**config.mk**
```make
export PLATFORM = sky130hd
export DESIGN_NAME = pli_ram
export DESIGN_NICKNAME = d
export VERILOG_FILES = /design/src/rtl/pli_ram.sv
export SDC_FILE = /design/constraint.sdc
export NUM_CORES = 1
export LEC_CHECK = 0
export BUFFER_PORTS_ARGS = -buffer_cell sky130_fd_sc_hd__buf_4
export CAP_MARGIN = 10
export CORE_AREA = 2 2 226 228
export CTS_CLUSTER_DIAMETER = 50
export DETAILED_ROUTE_END_ITERATION = 6
export DIE_AREA = 0 0 228 230
export PLACE_DENSITY = 0.53
export SLEW_MARGIN = 20
export SYNTH_ARGS = -nofsm -noshare
export SYNTH_HDL_FRONTEND = slang
export SYNTH_SLANG_ARGS = --single-unit
```
**constraint.sdc**
```tcl
create_clock -name i_clk -period 4.4 [get_ports i_clk]
set_input_delay 0.44 -clock i_clk [delete_from_list [all_inputs] [get_ports i_clk]]
set_output_delay 0.44 -clock i_clk [all_outputs]
set_load 0.02 [all_outputs]
```
**src/rtl/pli_ram.sv**
```systemverilog
// ----------------------------------------------------------------------------
// pli_ram
// Generic single write port, single read port RAM with registered read data.
// ----------------------------------------------------------------------------
module pli_ram #(
    parameter int WIDTH = 32,
    parameter int DEPTH = 16
) (
    input  logic                     i_clk,
    input  logic                     i_we,
    input  logic [$clog2(DEPTH)-1:0] i_waddr,
    input  logic [WIDTH-1:0]         i_wdata,
    input  logic [$clog2(DEPTH)-1:0] i_raddr,
    output logic [WIDTH-1:0]         o_rdata
);

    logic [WIDTH-1:0] r_mem [DEPTH];
    logic [WIDTH-1:0] r_rdata;

    always_ff @(posedge i_clk) begin
        if (i_we) begin
            r_mem[i_waddr] <= i_wdata;
        end
        r_rdata <= r_mem[i_raddr];
    end

    assign o_rdata = r_rdata;

endmodule

```
After elaboration in Yosys (flattened, before gate mapping)
Memories as Yosys holds them, arrays and structs flattened. A register that Yosys moved wholly into a read port is not among the register bits. Index checks and enable logic that the tools add are counted.

Bits in registers: 0. Bits in writable memories: 512. Output and inout port bits: 32. Memories: 1.

Memory list: r_mem (depth 16, width 32, rd ports 1, clocked after memory_dff 1, write ports 1, RTL line 17) `logic [WIDTH-1:0] r_mem [DEPTH];`.

Muxes and demuxes: 2.

Operators with widths (count): $mux 1 (2).

Depth between registers and ports, before layout
Word-level depth: 2. Depth in mapped cells: 5. Gate-level depth less buffers: 3.

Worst setup path before layout
No wires, ideal clock.

Kind: input-to-reg. Start: in i_waddr[2]. End: mem r_mem[0][0], enable pin. Setup time: 0.461 ns. Data arrival time: 3.158 ns. Required time: 3.939 ns. Setup slack: 0.780 ns. Stages: 2. Buffers on the path: 0. Cells stage by stage: or3b_2 -> nor3_1.

RTL lines: start: declaration (RTL line 11) `input logic [$clog2(DEPTH)-1:0] i_waddr,`; end: declaration (RTL line 17).

Straight into the memory's write port.

==> flow_metrics.env <==
export IMPL_utilization=0.467
export IMPL_drive_gt1_frac=0.332
export IMPL_cpPeakStageDelay_ps=590
export IMPL_vias=8909
export IMPL_whs_path_depth=1
export IMPL_status="finished clean"
export IMPL_clk_pin_slew_ps=60
export IMPL_grt_pass1_wl_um=63500
export IMPL_cap_violations=0
export IMPL_p_per_area_nw_per_um2=485
export IMPL_synth_cell_types=18
export IMPL_ir_worst_vdd_mv=0.287
export IMPL_worst_setup_path_start_kind="input pin"
export IMPL_layout_nets=993
export IMPL_period_share=0.443
export IMPL_cts_resized=0
export IMPL_clock_fmax_ghz=0.513
export IMPL_cts_buffers=56
export IMPL_synthesis_nets=880
export IMPL_grt_pass1_vias=9548
export IMPL_cpMaxStageDelayCell="mux4_2"
export IMPL_wl_per_cell_um=25.8
export IMPL_start_util=0.398
export IMPL_cp_max_fo=49
export IMPL_die_width_um=228
export IMPL_final_antenna_net_count=0
export IMPL_diodes=0
export IMPL_hold_viol_final=0
export IMPL_yosysTopAreaCellShare=0.774
export IMPL_io_pins=74
export IMPL_vias_per_cell=5.34
export IMPL_path_delay_family="buffers and inverters"
export IMPL_antenna_found_initial=3
export IMPL_skew_ps=11.3
export IMPL_yosysSeqAreaShare=0.807
export IMPL_cp_depth=5
export IMPL_yosysWarnings=0
export IMPL_routabilityCongestion=0.691
export IMPL_grt_start_max_net_pins=67
export IMPL_worstSetupPathType="in2reg"
export IMPL_worst_slew_pin_slew_ps=1170
export IMPL_insertion_delay_ps=600
export IMPL_hpwlAfterDp_um=21900
export IMPL_rows=82
export IMPL_slew_headroom=0.218
export IMPL_die_h_um=230
export IMPL_area_delta_synth_final_pct=17.3
export IMPL_crit_arrival_ps=2410
export IMPL_end_kind="flop"
export IMPL_clock_path_buffers=3
export IMPL_synthTopCellsByArea="edfxtp_1 (77%), mux4_2 (15%), dfxtp_1 (3.2%), a22oi_1 (2.4%), nand2_1 (0.62%)"
export IMPL_remaining_drc_errors=0
export IMPL_cts_sink_count=544
export IMPL_power_leakage_nw=7.44
export IMPL_cp_data_required_time_ps=4860
export IMPL_path_buf_inv=2
export IMPL_numPortBuffers=73
export IMPL_postCtsSetupRepairBufs=0
export IMPL_overflow=0
export IMPL_drt_initial_drc_count=830
export IMPL_syn_area_sq_um=19900
export IMPL_dieArea_sq_um=52400
export IMPL_crit_chain="clkbuf_8, buf_12, mux4_2, a22oi_1, nand2_1"
export IMPL_cts_tree="yes"
export IMPL_dr_pass1_iters=5
export IMPL_drt_wl_total_um=43000
export IMPL_setup_viol=0
export IMPL_rr_worst_depth=3
export IMPL_final_setup_tns_ps=0
export IMPL_slew_viol_final=0
export IMPL_ys_ff_latch=544
export IMPL_htree_num_levels=2
export IMPL_syn_area_per_cell_sq_um=23.7
export IMPL_core_area_sq_um=49900
export IMPL_grtUsageTotal=0.166
export IMPL_clockRootBuffer="clkbuf_16"
export IMPL_synth_top_area_cell="edfxtp_1"
export IMPL_cts_hold_fix_buffers=0
export IMPL_syn_inst=838
export IMPL_fin_crit_ps=1950
export IMPL_hp_class="in2reg"
export IMPL_rsz0062_at_grt="no"
==> power breakdown <==
part / internal, W / total (W) / switching [W]
clock: 0.00293 / 0.00488 / 0.00195
combinational: 0.000237 / 0.000571 / 0.000335
sequential: 0.00579 / 0.00583 / 0.0000349
==> logic make-up after synthesis <==
kind of cell / synth area share
and+or+nand+nor: 0.0127
AOI/OAI and AO/OA: 0.0242
muxes: 0.145
buffers and inverters: 0.0112
DFF: 0.807
==> final timing paths <==
kind	startpoint	slack, ps	to
hold / removal	i_wdata[16]	150	r_mem[7][16]$_DFFE_PP_
setup reg to reg	r_mem[0][4]$_DFFE_PP_	3000	o_rdata[4]$_DFF_P_
hold reg to reg	r_mem[14][8]$_DFFE_PP_	660	o_rdata[8]$_DFF_P_
setup / recovery	i_raddr[0]	2450	o_rdata[2]$_DFF_P_
==> cells in the mapped netlist <==
cell and n:
a22oi_1 64, and2_1 1, buf_1 9, buf_2 4, buf_4 11, buf_6 2
clkbuf_1 17, dfxtp_1 32, edfxtp_1 512, mux4_2 128, nand2_1 33, nand2b_1 2
nand3_1 1, nand3b_1 2, nor2_1 13, nor2b_1 2, nor3_1 4, or3b_2 1
==> metrics by stage <==
| step | setup WS, ps | hold slack (ps) | cell area [sq um] | instances | total power (W) |
|---|---|---|---|---|---|
| after floorplan | 780 | 539 | 19900 | 838 | 0.00625 |
| after global placement | 1820 | 652 | 21400 | 1565 | 0.00651 |
| after detailed placement | 1800 | 656 | 21400 | 1565 | 0.00652 |
| after CTS | 2450 | 101 | 23300 | 1668 | 0.0114 |
| after global routing | 2300 | 137 | 23300 | 1668 | 0.0116 |
| final | 2450 | 149 | 23300 | 1668 | 0.0113 |
==> sequential cells by signal (all words and copies together), names as in the netlist <==
| name | count |
|---|---|
| r_mem | 512 |
| o_rdata | 32 |
==> metal layers <==
layer / global-route usage / routed length, um
met5: 0 / 37
met4: 0.0494 / 935
met3: 0.0305 / 2110
met2: 0.261 / 20200
met1: 0.237 / 19700
==> layout by cell type (no fill, tap or decap) <==
master        n
a22oi_1      64
and2_2        1
buf_12        2
buf_4        94
buf_6         1
bufinv_16     8
clkbuf_1     12
clkbuf_16    57
clkbuf_8      6
clkinv_1      7
clkinv_2      6
clkinv_4      1
clkinvlp_4    4
dfxtp_1      32
edfxtp_1    512
inv_6         2
inv_8         1
mux4_2      128
nand2_1      33
nand2b_1      2
nand3_1       1
nand3b_1      2
nor2_4       13
nor2b_4       2
nor3_2        4
or3b_2        1
==> area by class of cell <==
class	count	area, sq um
Fill cell	4102	26600
Sequential cell	544	16000
Multi-Input combinational cell	251	3750
Clock buffer	74	1540
Tap cell	672	841
Timing Repair Buffer	98	771
Clock inverter	29	364
No activity file was read; power rests on OpenSTA's default activity.
