[src/rtl/pli_pkg.sv]
// ----------------------------------------------------------------------------
// pli_pkg
// Shared types and constants of the piecewise linear interpolator: item
// codes, status codes, divider sizing and the controller/datapath buses.
// ----------------------------------------------------------------------------
package pli_pkg;

    localparam logic FUNC_LOAD  = 1'b0;
    localparam logic FUNC_QUERY = 1'b1;

    localparam logic [1:0] ST_OK      = 2'd0;
    localparam logic [1:0] ST_SAT     = 2'd1;
    localparam logic [1:0] ST_ZERO_W  = 2'd2;
    localparam logic [1:0] ST_NOMATCH = 2'd3;

    localparam logic [31:0] INT32_HI = 32'h7fff_ffff;
    localparam logic [31:0] INT32_LO = 32'h8000_0000;

    // numerator is 65 bits wide, one quotient bit per divider step
    localparam int NUM_W     = 65;
    localparam int DIV_STEPS = NUM_W;
    localparam int CNT_W     = $clog2(DIV_STEPS);

    localparam logic [NUM_W-1:0] Q_LIMIT = NUM_W'(1) << 34;

    typedef struct packed {
        logic load_x;
        logic cap_prev;
        logic cap_a;
        logic cap_b;
        logic mul;
        logic num;
        logic div_step;
        logic finish;
        logic set_one;
        logic set_zero_w;
        logic set_nomatch;
        logic out_load;
    } t_dp_cmd;

    typedef struct packed {
        logic x_lt_rd;
        logic x_gt_rd;
        logic in_seg;
        logic dw_zero;
        logic out_free;
    } t_dp_sts;

endpackage

[src/rtl/pli_dp.sv]
// ----------------------------------------------------------------------------
// pli_dp
// Datapath: query and segment registers, differences and magnitudes, one
// 32x32 multiply, restoring divider with rounding, saturation and the
// output register.
// ----------------------------------------------------------------------------
module pli_dp (
    input  logic             i_clk,
    input  logic             i_rst_n,
    input  pli_pkg::t_dp_cmd i_cmd,
    output pli_pkg::t_dp_sts o_sts,
    input  logic [31:0]      i_x_value,
    input  logic [31:0]      i_rd_x,
    input  logic [31:0]      i_rd_y,
    input  logic             i_out_stall,
    output logic             o_out_valid,
    output logic [31:0]      o_y_result,
    output logic [1:0]       o_status
);
    import pli_pkg::*;

    function automatic logic [31:0] mag33(input logic [32:0] v);
        logic [32:0] neg_v;
        neg_v = -v;
        return v[32] ? neg_v[31:0] : v[31:0];
    endfunction

    logic [31:0]      r_x;
    logic [31:0]      r_prev;
    logic [31:0]      r_xa;
    logic [31:0]      r_ya;
    logic [31:0]      r_dx_mag;
    logic [31:0]      r_dy_mag;
    logic [31:0]      r_dw_mag;
    logic             r_neg;
    logic             r_dw_zero;
    logic [63:0]      r_prod;
    logic [NUM_W-1:0] r_num;
    logic [31:0]      r_rem;
    logic [31:0]      r_res_y;
    logic [1:0]       r_res_st;
    logic             r_out_valid;
    logic [31:0]      r_out_y;
    logic [1:0]       r_out_st;

    logic [32:0]      dx;
    logic [32:0]      dw;
    logic [32:0]      dy;
    logic [32:0]      cand;
    logic [33:0]      trial;
    logic             ge;
    logic             q_sat;
    logic             neg_eff;
    logic [36:0]      ya37;
    logic [36:0]      q37;
    logic [36:0]      sum37;
    logic [31:0]      fin_y;
    logic [1:0]       fin_st;
    logic             out_free;

    // segment differences, taken while the far end is on the read port
    assign dx = {r_x[31], r_x} - {r_xa[31], r_xa};
    assign dw = {i_rd_x[31], i_rd_x} - {r_xa[31], r_xa};
    assign dy = {i_rd_y[31], i_rd_y} - {r_ya[31], r_ya};

    // one restoring division step
    assign cand  = {r_rem, r_num[NUM_W-1]};
    assign trial = {1'b0, cand} - {2'b00, r_dw_mag};
    assign ge    = !trial[33];

    always_comb begin
        q_sat   = r_num > Q_LIMIT;
        neg_eff = r_neg && (r_num != '0);
        ya37    = {{5{r_ya[31]}}, r_ya};
        q37     = {2'b00, r_num[34:0]};
        sum37   = neg_eff ? (ya37 - q37) : (ya37 + q37);
        if (q_sat) begin
            fin_y  = neg_eff ? INT32_LO : INT32_HI;
            fin_st = ST_SAT;
        end else if ($signed(sum37) > $signed({5'b00000, INT32_HI})) begin
            fin_y  = INT32_HI;
            fin_st = ST_SAT;
        end else if ($signed(sum37) < $signed({5'b11111, INT32_LO})) begin
            fin_y  = INT32_LO;
            fin_st = ST_SAT;
        end else begin
            fin_y  = sum37[31:0];
            fin_st = ST_OK;
        end
    end

    always_ff @(posedge i_clk) begin
        if (i_cmd.load_x) begin
            r_x <= i_x_value;
        end
        if (i_cmd.cap_prev) begin
            r_prev <= i_rd_x;
        end
        if (i_cmd.cap_a) begin
            r_xa <= i_rd_x;
            r_ya <= i_rd_y;
        end
        if (i_cmd.cap_b) begin
            r_dx_mag  <= mag33(dx);
            r_dy_mag  <= mag33(dy);
            r_dw_mag  <= mag33(dw);
            r_neg     <= dx[32] ^ dy[32] ^ dw[32];
            r_dw_zero <= (dw == '0);
        end
        if (i_cmd.mul) begin
            r_prod <= 64'(r_dx_mag) * 64'(r_dy_mag);
        end
        if (i_cmd.num) begin
            // round to nearest by adding half the divisor
            r_num <= {1'b0, r_prod} + {34'd0, r_dw_mag[31:1]};
            r_rem <= '0;
        end else if (i_cmd.div_step) begin
            r_num <= {r_num[NUM_W-2:0], ge};
            r_rem <= ge ? trial[31:0] : cand[31:0];
        end
        if (i_cmd.set_one) begin
            r_res_y  <= i_rd_y;
            r_res_st <= ST_OK;
        end else if (i_cmd.set_zero_w) begin
            r_res_y  <= '0;
            r_res_st <= ST_ZERO_W;
        end else if (i_cmd.set_nomatch) begin
            r_res_y  <= '0;
            r_res_st <= ST_NOMATCH;
        end else if (i_cmd.finish) begin
            r_res_y  <= fin_y;
            r_res_st <= fin_st;
        end
    end

    assign out_free = !r_out_valid || !i_out_stall;

    always_ff @(posedge i_clk) begin
        if (!i_rst_n) begin
            r_out_valid <= 1'b0;
        end else if (i_cmd.out_load) begin
            r_out_valid <= 1'b1;
        end else if (!i_out_stall) begin
            r_out_valid <= 1'b0;
        end
    end

    always_ff @(posedge i_clk) begin
        if (i_cmd.out_load) begin
            r_out_y  <= r_res_y;
            r_out_st <= r_res_st;
        end
    end

    always_comb begin
        o_sts.x_lt_rd  = $signed(r_x) < $signed(i_rd_x);
        o_sts.x_gt_rd  = $signed(r_x) > $signed(i_rd_x);
        o_sts.in_seg   = ($signed(r_prev) <= $signed(r_x)) && ($signed(r_x) <= $signed(i_rd_x));
        o_sts.dw_zero  = r_dw_zero;
        o_sts.out_free = out_free;
    end

    assign o_out_valid = r_out_valid;
    assign o_y_result  = r_out_y;
    assign o_status    = r_out_st;

endmodule

[config.mk]
export PLATFORM = sky130hd
export DESIGN_NAME = pli_dp
export DESIGN_NICKNAME = d
export VERILOG_FILES = /design/src/rtl/pli_pkg.sv /design/src/rtl/pli_dp.sv
export SDC_FILE = /design/constraint.sdc
export NUM_CORES = 2
export LEC_CHECK = 0
export BUFFER_PORTS_ARGS = -buffer_cell sky130_fd_sc_hd__buf_2
export CAP_MARGIN = 20
export CORE_UTILIZATION = 25
export CTS_CLUSTER_DIAMETER = 60
export DETAILED_ROUTE_END_ITERATION = 8
export PLACE_DENSITY = 0.52
export SLEW_MARGIN = 10
export SYNTH_ARGS = -nofsm -noshare
export SYNTH_HDL_FRONTEND = slang
export SYNTH_SLANG_ARGS = --single-unit
[constraint.sdc]
create_clock -name i_clk -period 7.61 [get_ports i_clk]
set_clock_uncertainty 0.15 [all_clocks]
set_input_delay 0.3805 -clock i_clk [delete_from_list [all_inputs] [get_ports i_clk]]
set_output_delay 0.3805 -clock i_clk [all_outputs]
set_load 0.01 [all_outputs]
# Yosys cells after proc, flatten, opt, wreduce, memory -nomap -nowiden
# Cells that the tools add are included.
# totals
out_inout_bits	40
register_bits	456
# classes
muxes	23
multipliers	1
n_lt_le_gt_ge	7
n_addsub	10
n_reduce_logical	13
eq_ne	1
bitwise_logic	2
# op_table
operator	n
32-bit 2-to-1 mux	12
65-bit 2-to-1 mux	2
32-bit by 32-bit subtractor with 33-bit output	3
32-bit negator	3
64-bit by 31-bit adder with 65-bit output	1
65-bit by 35-bit > comparator with 1-bit output, second input constant	1
65-bit nonzero test	1
32-bit <= comparator	2
32-bit by 32-bit multiplier with 64-bit output	1
32-bit by 36-bit adder with 37-bit output	1
37-bit by 32-bit > comparator with 1-bit output, second input constant	1
37-bit by 32-bit < comparator with 1-bit output, second input constant	1
37-bit 2-to-1 mux	1
32-bit by 36-bit subtractor with 37-bit output	1
33-bit by 32-bit subtractor with 34-bit output	1
33-bit zero test	1
32-bit > comparator	1
32-bit < comparator	1
2-bit 2-to-1 mux	3
1-bit 2-to-1 mux	5
2-bit nonzero test	2
4-bit nonzero test	1
1-bit zero test	3
3-bit nonzero test	1
5 further kinds	7

# Logic depth before layout (Yosys ltp)
# logic_depth
ltp_word	11
ltp_mapped	30
ltp_nobuf	29

# Least setup slack after synthesis
# OpenSTA, ideal clock, no wires.
# synth_path
path_kind	flip-flop to flip-flop
startpoint	reg r_dy_mag[2]
endpoint	reg r_prod[55], data pin
path_stages_with_launch	28
arrival_ns	7.603
required_ns	7.192
setup_slack_ns	-0.411
synth_period_minus_slack_ns	8.021
cell_sequence	edfxtp_1 > clkbuf_1 > and2_1 > fa_1 > inv_1 > fa_1 > fa_1 > fa_1 > inv_1 > fa_1 > inv_1 > fa_1 > inv_1 > fa_1 > inv_1 > fa_1 > inv_1 > ha_1 > nand3_1 > or3_1 > a2111o_1 > and3_1 > a311o_1 > a211oi_1 > nor2_1 > o21ai_0 > mux2i_1 > a211oi_1
# synth_via
elab_chain_len	1
# synth_lines
item	line_no	text
from (decl)	pli_dp.sv:33	logic [31:0] r_dy_mag;
from (signal assigned)	pli_dp.sv:105	r_dy_mag <= mag33(dy);
32-bit by 32-bit multiplier with 64-bit output	pli_dp.sv:111	r_prod <= 64'(r_dx_mag) * 64'(r_dy_mag);
to (signal assigned)	pli_dp.sv:111	
to (decl)	pli_dp.sv:37	logic [63:0] r_prod;
# Every way passes these cells.
# A chain may end at the register's enable or synchronous reset.

# Worst setup path after layout
# layout_path
startpoint	reg r_dy_mag[3]
endpoint	reg r_prod[63], data pin
# Same word-level chain as after synthesis.

==> metrics.csv <==
stage,metric,value,unit
outcome,status,"finished, violations left",
outcome,failed_checks,setup timing,
global_routing,grt_max_degree,72,
floorplan,die-area,259300,um^2
floorplan,die_width,509.2,um
yosys,ys_seq_area_share,20.75,%
cells_and_area,drive_gt1_share,11.79,%
cells_and_area,utilization,29.74,%
clocking,numCtsBuffers,69,
floorplan,core,254900,um^2
clocking,ctsRootBufferMaster,clkbuf_16,
sta,slew-limit-headroom,22.89,%
critical_path,critPathRequiredTime,7.82,ns
cells_and_area,layout_common_cells,"inv_1 (1157), fa_1 (877), nand2_1 (774), ha_1 (511), and2_1 (495)",
detailed_routing,postRouteAntennaNets,0,
global_routing,first_global_vias,51450,
yosys,synth.largest_area_cell,fa_1,
sta,rsz0062_at_grt,true,
sta,finalSetupViolCount,21,
hold_path,hp-class,in -> reg,
global_routing,grt_first_pass_wirelength,306300,um
critical_path,arrival,8.15,ns
placement,post-place-ws,-0.6931,ns
cells_and_area,layout_commonest_cell,inv_1,
yosys,synth_cell_types,88,
sta,fmax,0.1259,GHz
cells_and_area,nFillCells,26540,
detailed_routing,drt-initial-drc-count,2986,
yosys,synth_cells,6830,
placement,numPortBuffers,150,
yosys,synthArstFlopShare,0,%
yosys,synth_fp_nets,8369,
critical_path,startpoint_type,register,
sta,period_share,104.4,%
critical_path,crit_path_end_kind,register,
sta,timing_hold_violations_final,0,
detailed_routing,routedWlPerCell,18.43,um
clocking,cts_tree,done,
clocking,clock-sinks,456,
global_routing,antenna_found_initial,6,
detailed_routing,drc,0,
clocking,cts_buffer_depth,3,
global_routing,grtUsageTotal,15.17,%
sta,finalWorstSetupSlack,-0.3334,ns
placement,hpwl,165000,um
yosys,yosysWarningCount,0,
floorplan,rows,185,
critical_path,cp_max_fo,8,
sta,worstMarginPinSlew,1.150,ns
detailed_routing,wirelength,196500,um
clocking,clk_pin_slew_worst_paths,0.06,ns
yosys,synth_enable_flop_cells,421,
cells_and_area,finish.net_count,8783,
floorplan,die_h,509.2,um
global_routing,grt_overflow_total,0,
clocking,clk-insertion-delay-late,0.66,ns
placement,place.gp.congestion,0.8857,
cells_and_area,syn_to_final_growth,17.85,%
floorplan,pin_count,151,
sta,drv_slew,0,
floorplan,initial_utilization,25.24,%
yosys,yosys-top-cells-area,"fa_1 (28%), edfxtp_1 (20%), ha_1 (10%)",
critical_path,worstSetupPathType,reg -> reg,
yosys,synth_seq_cells,456,
yosys,synth_top_area_share,28.08,%
yosys,syn_area,64320,um^2
sta,finalCriticalPeriod,7.943,ns
detailed_routing,dr.pass1.iters,6,
yosys,syn-mean-instance-area,9.417,um^2
yosys,synth_flop_cell,edfxtp_1,
detailed_routing,vias_per_cell,4.632,
detailed_routing,num_vias,49390,
clocking,cts_max_level,3,
run,maxCapViolations,0,
## path summary, 6_finish.rpt
| check | start | end | slack [ns] | cells after the start |
|---|---|---|---|---|
| min | i_cmd[3] | r_res_st[1] | 0.15 | 3 |
| max | r_dy_mag[3] | r_prod[63] | -0.33 | 27 |
| max reg2reg | r_dy_mag[3] | r_prod[63] | -0.33 | 27 |
| min reg2reg | r_res_st[0] | o_status[0] | 0.26 | 0 |
## synth_stat cells (all sizes together), types with 14 or more instances
cell / count
nand3: 98
and2: 505
and3: 50
nand4: 56
a31oi: 44
xor2: 166
o21ai: 150
or2: 15
a21oi: 302
o21a: 52
a2111oi: 16
a21o: 163
a211oi: 30
nor3: 59
o31ai: 30
and4: 15
or4: 16
o211ai: 25
o21bai: 42
nand2b: 36
a21boi: 14
a211o: 16
or3: 27
fa: 902
nor4: 22
edfxtp: 421
inv: 1170
xnor2: 202
nor2: 252
dfxtp: 35
nor2b: 37
a221o: 36
nand2: 779
clkbuf: 292
mux2: 31
a311oi: 35
ha: 526
## state kept, by name, indices dropped and copies added (netlist names), 2 cells and up
signal / flops
r_num: 65
o_y_result: 32
r_prod: 64
r_x: 32
r_res_st: 2
r_dy_mag: 32
r_dw_mag: 32
r_xa: 32
r_dx_mag: 32
r_ya: 32
o_status: 2
r_rem: 32
r_prev: 32
r_res_y: 32
## critical path: stages (launching register included)
cell and delay, ns:
edfxtp_1 0.44, buf_12 0.17, and2_4 0.15, fa_1 0.57, inv_2 0.05, fa_1 0.51, fa_1 0.43, fa_1 0.51
inv_2 0.06, fa_1 0.53, inv_2 0.05, fa_1 0.52, inv_1 0.05, fa_1 0.50, inv_2 0.04, fa_1 0.52
inv_2 0.05, ha_4 0.27, nand3_4 0.07, or3_1 0.32, a2111o_1 0.30, and3_4 0.19, a311o_2 0.40, a211oi_2 0.22
nor2_2 0.09, o31a_1 0.29, nor2_1 0.14, a211oi_1 0.06
## kinds of logic (layout without fill, tap and decap cells)
group / count (synthesis) / count (layout) / share of synthesized area, %
AND/OR/NAND/NOR: 2004 / 2004 / 15.46
buffers and inverters: 1473 / 1938 / 8.666
adder cells (fa/ha/maj): 1428 / 1428 / 38.31
AO/OA/AOI/OAI: 1060 / 1060 / 11.11
flip-flops: 456 / 456 / 20.75
XOR/XNOR: 368 / 368 / 5.011
multiplexers: 41 / 41 / 0.6984
other: 0 / 2 / 0
## routing by layer
metal | vias to the layer above | track usage, % | routed length (um)
li1 | 23110 | - | -
met1 | 25030 | 21.09 | 92780
met2 | 1050 | 25.30 | 91650
met3 | 200 | 1.913 | 8642
met4 | 0 | 2.617 | 3419
met5 | - | 0 | 0
## through the flow
step / TNS [ns] / std cells / instance area [um^2] / hold WS, ns
6_report: -4.408 / 10660 / 75800 / 0.1484
5_1_grt: -9.165 / 10660 / 75800 / 0.1287
4_1_cts: -3.750 / 10640 / 75060 / 0.08365
3_5_place_dp: -10.16 / 10410 / 71370 / 0.2552
3_3_place_gp: -9.829 / 10410 / 71350 / 0.2553
2_1_floorplan: 0 / 6830 / 64370 / 0.2503
## area by class of cell
cell class                      instances  area [um^2]  share of cell area [%]
Multi-Input combinational cell       4901        46090                   60.81
Tap cell                             3366         4212                   5.556
Antenna cell                            2        5.005                0.006603
Inverter                             1170         4392                   5.794
Timing Repair Buffer                  646         5418                   7.147
Sequential cell                       456        13340                   17.60
Clock buffer                           82         1891                   2.494
Clock inverter                         40        446.7                  0.5893
## repair_timing
action                                 4_1_cts  5_1_grt
endpoints found under the hold margin      161        0
setup buffers                                7       19
gates cloned                                 0        2
resized for setup                           66      124
setup endpoints to repair                   30       68
pin swaps                                   19       58
hold buffers                               103        0
Power is left out: the tool's default activity adds up to more than one toggle a clock period on the data nets, which glitch-free logic cannot reach.
