===== src/rtl/pli_pkg.sv =====
// ----------------------------------------------------------------------------
// pli_pkg
// Shared types and constants of the piecewise linear interpolator: item
// codes, status codes, divider sizing and the controller/datapath buses.
// ----------------------------------------------------------------------------
package pli_pkg;

    localparam logic FUNC_LOAD  = 1'b0;
    localparam logic FUNC_QUERY = 1'b1;

    localparam logic [1:0] ST_OK      = 2'd0;
    localparam logic [1:0] ST_SAT     = 2'd1;
    localparam logic [1:0] ST_ZERO_W  = 2'd2;
    localparam logic [1:0] ST_NOMATCH = 2'd3;

    localparam logic [31:0] INT32_HI = 32'h7fff_ffff;
    localparam logic [31:0] INT32_LO = 32'h8000_0000;

    // numerator is 65 bits wide, one quotient bit per divider step
    localparam int NUM_W     = 65;
    localparam int DIV_STEPS = NUM_W;
    localparam int CNT_W     = $clog2(DIV_STEPS);

    localparam logic [NUM_W-1:0] Q_LIMIT = NUM_W'(1) << 34;

    typedef struct packed {
        logic load_x;
        logic cap_prev;
        logic cap_a;
        logic cap_b;
        logic mul;
        logic num;
        logic div_step;
        logic finish;
        logic set_one;
        logic set_zero_w;
        logic set_nomatch;
        logic out_load;
    } t_dp_cmd;

    typedef struct packed {
        logic x_lt_rd;
        logic x_gt_rd;
        logic in_seg;
        logic dw_zero;
        logic out_free;
    } t_dp_sts;

endpackage


===== src/rtl/pli_ctrl.sv =====
// ----------------------------------------------------------------------------
// pli_ctrl
// Controller: points-in-use register, table write decode, breakpoint search
// sequencer and divider step counter.
// ----------------------------------------------------------------------------
module pli_ctrl #(
    parameter int MAX_POINTS = 16
) (
    input  logic                          i_clk,
    input  logic                          i_rst_n,
    input  logic                          i_cfg_we,
    input  logic [4:0]                    i_cfg_wdata,
    input  logic                          i_in_valid,
    output logic                          o_in_stall,
    input  logic                          i_func,
    input  logic [3:0]                    i_point_index,
    output logic                          o_wr_en,
    output logic [$clog2(MAX_POINTS)-1:0] o_wr_addr,
    output logic [$clog2(MAX_POINTS)-1:0] o_rd_addr,
    output pli_pkg::t_dp_cmd              o_cmd,
    input  pli_pkg::t_dp_sts              i_sts
);
    import pli_pkg::*;

    localparam int AW = $clog2(MAX_POINTS);

    localparam logic [3:0] S_IDLE      = 4'd0;
    localparam logic [3:0] S_ONE       = 4'd1;
    localparam logic [3:0] S_CHK_FIRST = 4'd2;
    localparam logic [3:0] S_CHK_LAST  = 4'd3;
    localparam logic [3:0] S_SCAN      = 4'd4;
    localparam logic [3:0] S_SEG0      = 4'd5;
    localparam logic [3:0] S_SEG1      = 4'd6;
    localparam logic [3:0] S_SEG2      = 4'd7;
    localparam logic [3:0] S_MUL       = 4'd8;
    localparam logic [3:0] S_NUM       = 4'd9;
    localparam logic [3:0] S_DIV       = 4'd10;
    localparam logic [3:0] S_FIN       = 4'd11;
    localparam logic [3:0] S_DONE      = 4'd12;

    logic [4:0]       r_points;
    logic [3:0]       r_state;
    logic [3:0]       n_state;
    logic [AW-1:0]    r_k;
    logic [AW-1:0]    n_k;
    logic [AW-1:0]    r_seg;
    logic [AW-1:0]    n_seg;
    logic [CNT_W-1:0] r_cnt;
    logic [CNT_W-1:0] n_cnt;

    logic [31:0]      pts32;
    logic [31:0]      n32;
    logic [31:0]      last32;
    logic [31:0]      slot32;
    logic [AW-1:0]    last;
    logic             one_pt;
    logic             in_stall;
    logic             in_xfer;

    always_ff @(posedge i_clk) begin
        if (!i_rst_n) begin
            r_points <= 5'd2;
        end else if (i_cfg_we) begin
            r_points <= i_cfg_wdata;
        end
    end

    // clamp the point count to 1..MAX_POINTS
    always_comb begin
        pts32 = 32'(r_points);
        if (pts32 == 32'd0) begin
            n32 = 32'd1;
        end else if (pts32 > 32'(MAX_POINTS)) begin
            n32 = 32'(MAX_POINTS);
        end else begin
            n32 = pts32;
        end
        last32 = n32 - 32'd1;
        last   = last32[AW-1:0];
        one_pt = (n32 == 32'd1);
    end

    assign in_stall = (r_state != S_IDLE);
    assign in_xfer  = i_in_valid && !in_stall;

    assign slot32    = 32'(i_point_index);
    assign o_wr_en   = in_xfer && (i_func == FUNC_LOAD) && (slot32 < 32'(MAX_POINTS));
    assign o_wr_addr = slot32[AW-1:0];

    always_comb begin
        n_state   = r_state;
        n_k       = r_k;
        n_seg     = r_seg;
        n_cnt     = r_cnt;
        o_cmd     = '0;
        o_rd_addr = '0;
        case (r_state)
            S_IDLE: begin
                if (in_xfer && (i_func == FUNC_QUERY)) begin
                    o_cmd.load_x = 1'b1;
                    n_state      = one_pt ? S_ONE : S_CHK_FIRST;
                end
            end
            S_ONE: begin
                o_cmd.set_one = 1'b1;
                n_state       = S_DONE;
            end
            S_CHK_FIRST: begin
                o_cmd.cap_prev = 1'b1;
                if (i_sts.x_lt_rd) begin
                    n_seg   = '0;
                    n_state = S_SEG0;
                end else begin
                    o_rd_addr = last;
                    n_state   = S_CHK_LAST;
                end
            end
            S_CHK_LAST: begin
                if (i_sts.x_gt_rd) begin
                    n_seg   = last - AW'(1);
                    n_state = S_SEG0;
                end else begin
                    o_rd_addr = AW'(1);
                    n_k       = AW'(1);
                    n_state   = S_SCAN;
                end
            end
            S_SCAN: begin
                if (i_sts.in_seg) begin
                    n_seg   = r_k - AW'(1);
                    n_state = S_SEG0;
                end else if (r_k == last) begin
                    o_cmd.set_nomatch = 1'b1;
                    n_state           = S_DONE;
                end else begin
                    o_cmd.cap_prev = 1'b1;
                    n_k            = r_k + AW'(1);
                    o_rd_addr      = r_k + AW'(1);
                end
            end
            S_SEG0: begin
                o_rd_addr = r_seg;
                n_state   = S_SEG1;
            end
            S_SEG1: begin
                o_rd_addr   = r_seg + AW'(1);
                o_cmd.cap_a = 1'b1;
                n_state     = S_SEG2;
            end
            S_SEG2: begin
                o_cmd.cap_b = 1'b1;
                n_state     = S_MUL;
            end
            S_MUL: begin
                if (i_sts.dw_zero) begin
                    o_cmd.set_zero_w = 1'b1;
                    n_state          = S_DONE;
                end else begin
                    o_cmd.mul = 1'b1;
                    n_state   = S_NUM;
                end
            end
            S_NUM: begin
                o_cmd.num = 1'b1;
                n_cnt     = '0;
                n_state   = S_DIV;
            end
            S_DIV: begin
                o_cmd.div_step = 1'b1;
                if (r_cnt == CNT_W'(DIV_STEPS - 1)) begin
                    n_state = S_FIN;
                end else begin
                    n_cnt = r_cnt + CNT_W'(1);
                end
            end
            S_FIN: begin
                o_cmd.finish = 1'b1;
                n_state      = S_DONE;
            end
            S_DONE: begin
                if (i_sts.out_free) begin
                    o_cmd.out_load = 1'b1;
                    n_state        = S_IDLE;
                end
            end
            default: begin
                n_state = S_IDLE;
            end
        endcase
    end

    always_ff @(posedge i_clk) begin
        if (!i_rst_n) begin
            r_state <= S_IDLE;
            r_k     <= '0;
            r_seg   <= '0;
            r_cnt   <= '0;
        end else begin
            r_state <= n_state;
            r_k     <= n_k;
            r_seg   <= n_seg;
            r_cnt   <= n_cnt;
        end
    end

    assign o_in_stall = in_stall;

endmodule

===== config.mk =====
export PLATFORM = sky130hd
export DESIGN_NAME = pli_ctrl
export DESIGN_NICKNAME = d
export VERILOG_FILES = /design/src/rtl/pli_pkg.sv /design/src/rtl/pli_ctrl.sv
export SDC_FILE = /design/constraint.sdc
export NUM_CORES = 1
export LEC_CHECK = 0
export BUFFER_PORTS_ARGS = -buffer_cell sky130_fd_sc_hd__buf_2
export CELL_PAD_IN_SITES_DETAIL_PLACEMENT = 1
export CELL_PAD_IN_SITES_GLOBAL_PLACEMENT = 2
export CORE_ASPECT_RATIO = 0.75
export CORE_MARGIN = 2
export CORE_UTILIZATION = 30
export CTS_CLUSTER_SIZE = 25
export DETAILED_ROUTE_END_ITERATION = 12
export PLACE_DENSITY = 0.91
export SETUP_SLACK_MARGIN = 0.4
export SYNTH_ARGS = -nofsm -noshare
export SYNTH_HDL_FRONTEND = slang
export SYNTH_SLANG_ARGS = --single-unit
export TNS_END_PERCENT = 50

===== constraint.sdc =====
create_clock -name i_clk -period 3 [get_ports i_clk]
set_clock_uncertainty 0.1 [all_clocks]
set_input_delay 0.6 -clock i_clk [delete_from_list [all_inputs] [get_ports i_clk]]
set_output_delay 0.6 -clock i_clk [all_outputs]
set_load 0.02 [all_outputs]

# Yosys cells after proc, flatten, opt, wreduce, memory -nomap -nowiden

Cells that the tools add are included.
Widths: inputs -> output; s select.

Flip-flop bits (word level): 24
Bits in latches: 0
RAM bits: 0
ROM bits: 0
Input port bits: 19
Output and inout bits: 22
Logic and storage cells: 103
Memories kept: 0

Add/subtract/negate cells: 6
Multipliers: 0
Div/mod/pow operators: 0
Magnitude comparators: 2
Equal/unequal tests: 26
Shift operators: 0
Mux-type cells: 47
Bitwise logic cells: 1
Reductions and logical operators: 16

Operator list:

| operator            | count |
|---|---|
| $mux 4              | 14 |
| $pmux 4 s12         | 1 |
| $mux 1              | 21 |
| $eq 4x4->1 const B  | 5 |
| $ne 2x2->1 const B  | 10 |
| $pmux 4 s5          | 1 |
| $eq 4x3->1 const B  | 4 |
| $pmux 7 s2          | 1 |
| $pmux 4 s3          | 1 |
| $reduce_and 4->1    | 3 |
| $sub 4x1->4 const B | 3 |
| $mux 5              | 2 |
| $add 4x1->4 const B | 2 |
| $eq 4x2->1 const B  | 2 |
| $pmux 4 s2          | 1 |
| $add 7x1->7 const B | 1 |
| $eq 7x7->1 const B  | 1 |
| $mux 7              | 1 |
| $mux 3              | 2 |
| $eq 5x1->1 const B  | 1 |
| $gt 5x5->1 const B  | 1 |
| $logic_not 5->1     | 1 |
| $lt 4x5->1 const B  | 1 |
| $eq 4x1->1 const B  | 1 |
| other kinds (13)    | 17 |

# Longest topological paths before layout

Depth in word-level cells: 8
Gate-level depth with buffers: 10
Gate-level depth less buffers: 10

# Worst setup path before layout

Ideal clock, no wire load.

Kind: reg2out
Start: register r_points[3]
End: output o_rd_addr[2]
Data arrival time: 2,257 ps
Required time: 2,300 ps
Slack: 43 ps
Stages on the path, launching flop included: 10
Buffers on the path: 0
Path through: dfxtp_1 > nor3_1 > o21bai_2 > inv_1 > ha_1 > xor2_1 > nor2b_1 > mux2i_1 > o31ai_4 > o21ai_0

Cells in the longest elaborated chain, start to end: 8
Elaborated cells between the ends (all ways): 10
Classes of those cells: add/sub (1); order compare (1); eq/ne (1); mux (6); reduce/logical (1)

Ends and longest elaborated chain:

| item                     | RTL line        | RTL |
|---|---|---|
| start: declaration       | pli_ctrl.sv:41  | `logic [4:0] r_points;` |
| start signal: assignment | pli_ctrl.sv:64  | `r_points <= i_cfg_wdata;` |
| $gt 5x5->1               | pli_ctrl.sv:73  | `end else if (pts32 > 32'(MAX_POINTS)) begin` |
| $mux 5                   | pli_ctrl.sv:73  |  |
| $mux 5 (*)               | pli_ctrl.sv:71  | `if (pts32 == 32'd0) begin` |
| $sub 4x1->4 (*)          | pli_ctrl.sv:78  | `last32 = n32 - 32'd1;` |
| $eq 4x4->1               | pli_ctrl.sv:132 | `end else if (r_k == last) begin` |
| $mux 4                   | pli_ctrl.sv:132 |  |
| $mux 4                   | pli_ctrl.sv:129 | `if (i_sts.in_seg) begin` |
| $pmux 4 s5 (*)           | pli_ctrl.sv:97  | `case (r_state)` |
| end: declaration         | pli_ctrl.sv:19  | `output logic [$clog2(MAX_POINTS)-1:0] o_rd_addr,` |

Every way passes the cells marked *; elsewhere a longest branch is shown, timed or not.

# Worst setup path in the final report

Start: register r_points[2]
End: output o_rd_addr[0]

The elaborated chain is that of the path after synthesis.

==> impl_metrics.ini <==
[worst_setup_path]
critPathKind = flop to output port
cp_max_fo = 5
end_kind = output port
cp.required_ps = 2300
cp.arrival_ps = 2340
worst_setup_path_start_kind = flop

[logic_synthesis]
yosysUniqueCellTypes = 48
synth_edf_count = 0
ys_ff_latch = 24
ys.warnings.count = 0
ys_seq_area_share_pct = 27.7
synthCells = 225
synth_area_mm2 = 0.00174
synth_area_leaders = dfxtp_1 (28%), nor2_1 (7.1%), mux2i_1 (5.8%)
yosysMostFrequentCell = nor2_1
async_flop_share_pct = 0
synth_nets = 251
synth_ff_type = dfxtp_1
synth_top_area_cell = dfxtp_1
avgSynthCellArea_um2 = 7.72
synth_common_cells = nor2_1 (33), dfxtp_1 (24), nand2_1 (16)
synth.top_cell.area_share_pct = 27.7

[sta]
rsz0062_at_grt = true
fin_crit_sh_pct = 101
finalSetupViolCount = 4
tightest_slew_ps = 869
slew_violations = 0
slew_headroom_pct = 41.5
fin_tns_setup_ps = -61.3
fmax_mhz = 329
fin_crit_ps = 3040
hold_viol_final = 0
timing.final.ws_setup_ps = -42.4

[final_layout]
n_antenna_cell = 0
area_growth_pct = 30.3
regArea_um2 = 489
fin_area_mm2 = 0.00226
fin_cells = 340
drive_above_1_share_pct = 29.4
num-fill-cells = 696
multi_input_area_mm2 = 0.00126
final_nets = 292

[die]
rows = 23
initial_core_util_pct = 31.8
ioPinCount = 41
die_y_um = 69.9
die_w_um = 91.9
dieArea_mm2 = 0.00642
coreArea_mm2 = 0.00547

[clock_tree]
cts_tree = yes
clk_pin_slew_ps = 90
htree_levels = 1
clock_sinks = 24
cts_hold_buf = 0
cts_buffer_depth = 2
root_buffer = clkbuf_8
cts_buffers = 3
clk-insertion-delay-late_ps = 270

[drt]
drc = 0
viasPerCell = 5.13
postRouteAntennaNets = 0
post_drt_wl_per_cell_um = 16.2
dr_total_vias = 1743
drt-total-wl_mm = 5.51
drt_pass1_iterations = 4
drtIter0Drc = 68

[power_and_ir_drop]
leakage_nw = 0.973
ir_worst_vdd_mv = 0.207
cellPowerDensity_mw_per_mm2 = 688
p_total_w = 0.00156

[place]
gp_congestion = 0.835
post-place-cells = 325
postPlaceCellArea_mm2 = 0.00206
numPortBuffers = 32
dp_hpwl_mm = 4.11

[global_routing]
grt_first_pass_wirelength_mm = 8.67
grt_max_degree = 14
grt_pass1_vias = 1728
grt_util_all_layers_pct = 16.7
grt_overflow = 0
grt_antenna_before_repair = 0

[status]
status = complete, but fails checks
violations = negative setup slack

[flow_run]
maxCapViolations = 0

[min_path]
min_path_type = flop to flop
[critical path, stage by stage (launching register included)]
cell and delay [ps]:
dfxtp_4 360, nor3_4 220, o21bai_4 120, inv_2 80
ha_4 210, xor2_2 150, nor2b_1 150, mux2i_2 120
o31ai_4 240, buf_4 170, o221ai_4 110, buf_6 160
[registers in the layout (all words and copies together) (netlist names)]
signal,count
r_cnt,7
r_k,4
r_points,5
r_seg,4
r_state,4
[cell type report]
cell class	instances	area share, %
inverter	9	1.49
sequential	24	21.6
tap	75	4.15
timing repair buffer	52	15.1
clock buffer	4	1.99
multi-input combinational	176	55.7
[stage by stage]
| stage | util [%] | setup slack (ps) | hold WS (ps) |
|---|---|---|---|
| 2_1_floorplan | - | 302 | 371 |
| 3_3_place_gp | 37.6 | 114 | 398 |
| 3_5_place_dp | 37.6 | 9.08 | 418 |
| 4_1_cts | 40.5 | -70.9 | 442 |
| 5_1_grt | 41.4 | -162 | 464 |
| 6_report | 41.4 | -42.4 | 441 |
[where the power goes]
part | total [W] | switching [W] | internal (W)
Combinational | 0.000937 | 0.000564 | 0.000372
Sequential | 0.000416 | 0.0000585 | 0.000357
Clock | 0.000205 | 0.000110 | 0.0000951
Total | 0.00156 | 0.000733 | 0.000825
[worst paths after layout]
path,to,startpoint,cells past startpoint,slack [ps]
max reg2reg,r_k[0],r_points[2],9,560
min,r_cnt[6],r_cnt[6],2,440
min reg2reg,r_cnt[6],r_cnt[6],2,440
max,o_rd_addr[0],r_points[2],11,-40
[per-layer routing]
layer | part of all wire (%) | vias to the layer above | global-route usage, % | routed length [um]
met4 | 1.5 | 0 | 4.81 | 82
met1 | 51 | 835 | 24.5 | 2790
met3 | 3.1 | 6 | 2.80 | 170
li1 | - | 865 | - | -
met2 | 45 | 37 | 25.2 | 2470
met5 | 0 | - | 0 | 0
[placed cells by master (no fill, tap or decap), drive strengths merged, types with 2 or more instances in the layout]
cell	n
clkbuf	4
buf	52
and3	4
nor2b	4
nand2b	9
or3	2
nor4	2
o31ai	3
ha	7
or2	3
a211oi	5
a22oi	4
nand2	16
xor2	9
a21o	2
dfxtp	24
a21oi	12
mux2i	10
nand4	2
and2	3
o21ai	9
inv	9
nor2	33
nor3	12
nand3	3
nor4b	3
xnor2	4
[timing repair]
| action | 4_1_cts | 5_1_grt |
|---|---|---|
| endpoints found under the setup margin | 7 | 7 |
| pin swaps | 4 | 4 |
| gates cloned | 0 | 0 |
| buffers inserted | 8 | 3 |
| resized for setup | 13 | 5 |
[cell families (layout without fill, tap and decap cells)]
| logic type | count (synthesis) | in the layout | synth area share (%) |
|---|---|---|---|
| XOR/XNOR | 13 | 13 | 6.56 |
| buffers and inverters | 25 | 65 | 6.34 |
| AND/OR/NAND/NOR | 99 | 99 | 28.8 |
| flip-flops | 24 | 24 | 27.7 |
| AO/OA/AOI/OAI | 47 | 47 | 19.8 |
| adder cells (fa/ha/maj) | 7 | 7 | 5.04 |
| multiplexers | 10 | 10 | 5.76 |
Power figures use the tool's default switching activity.
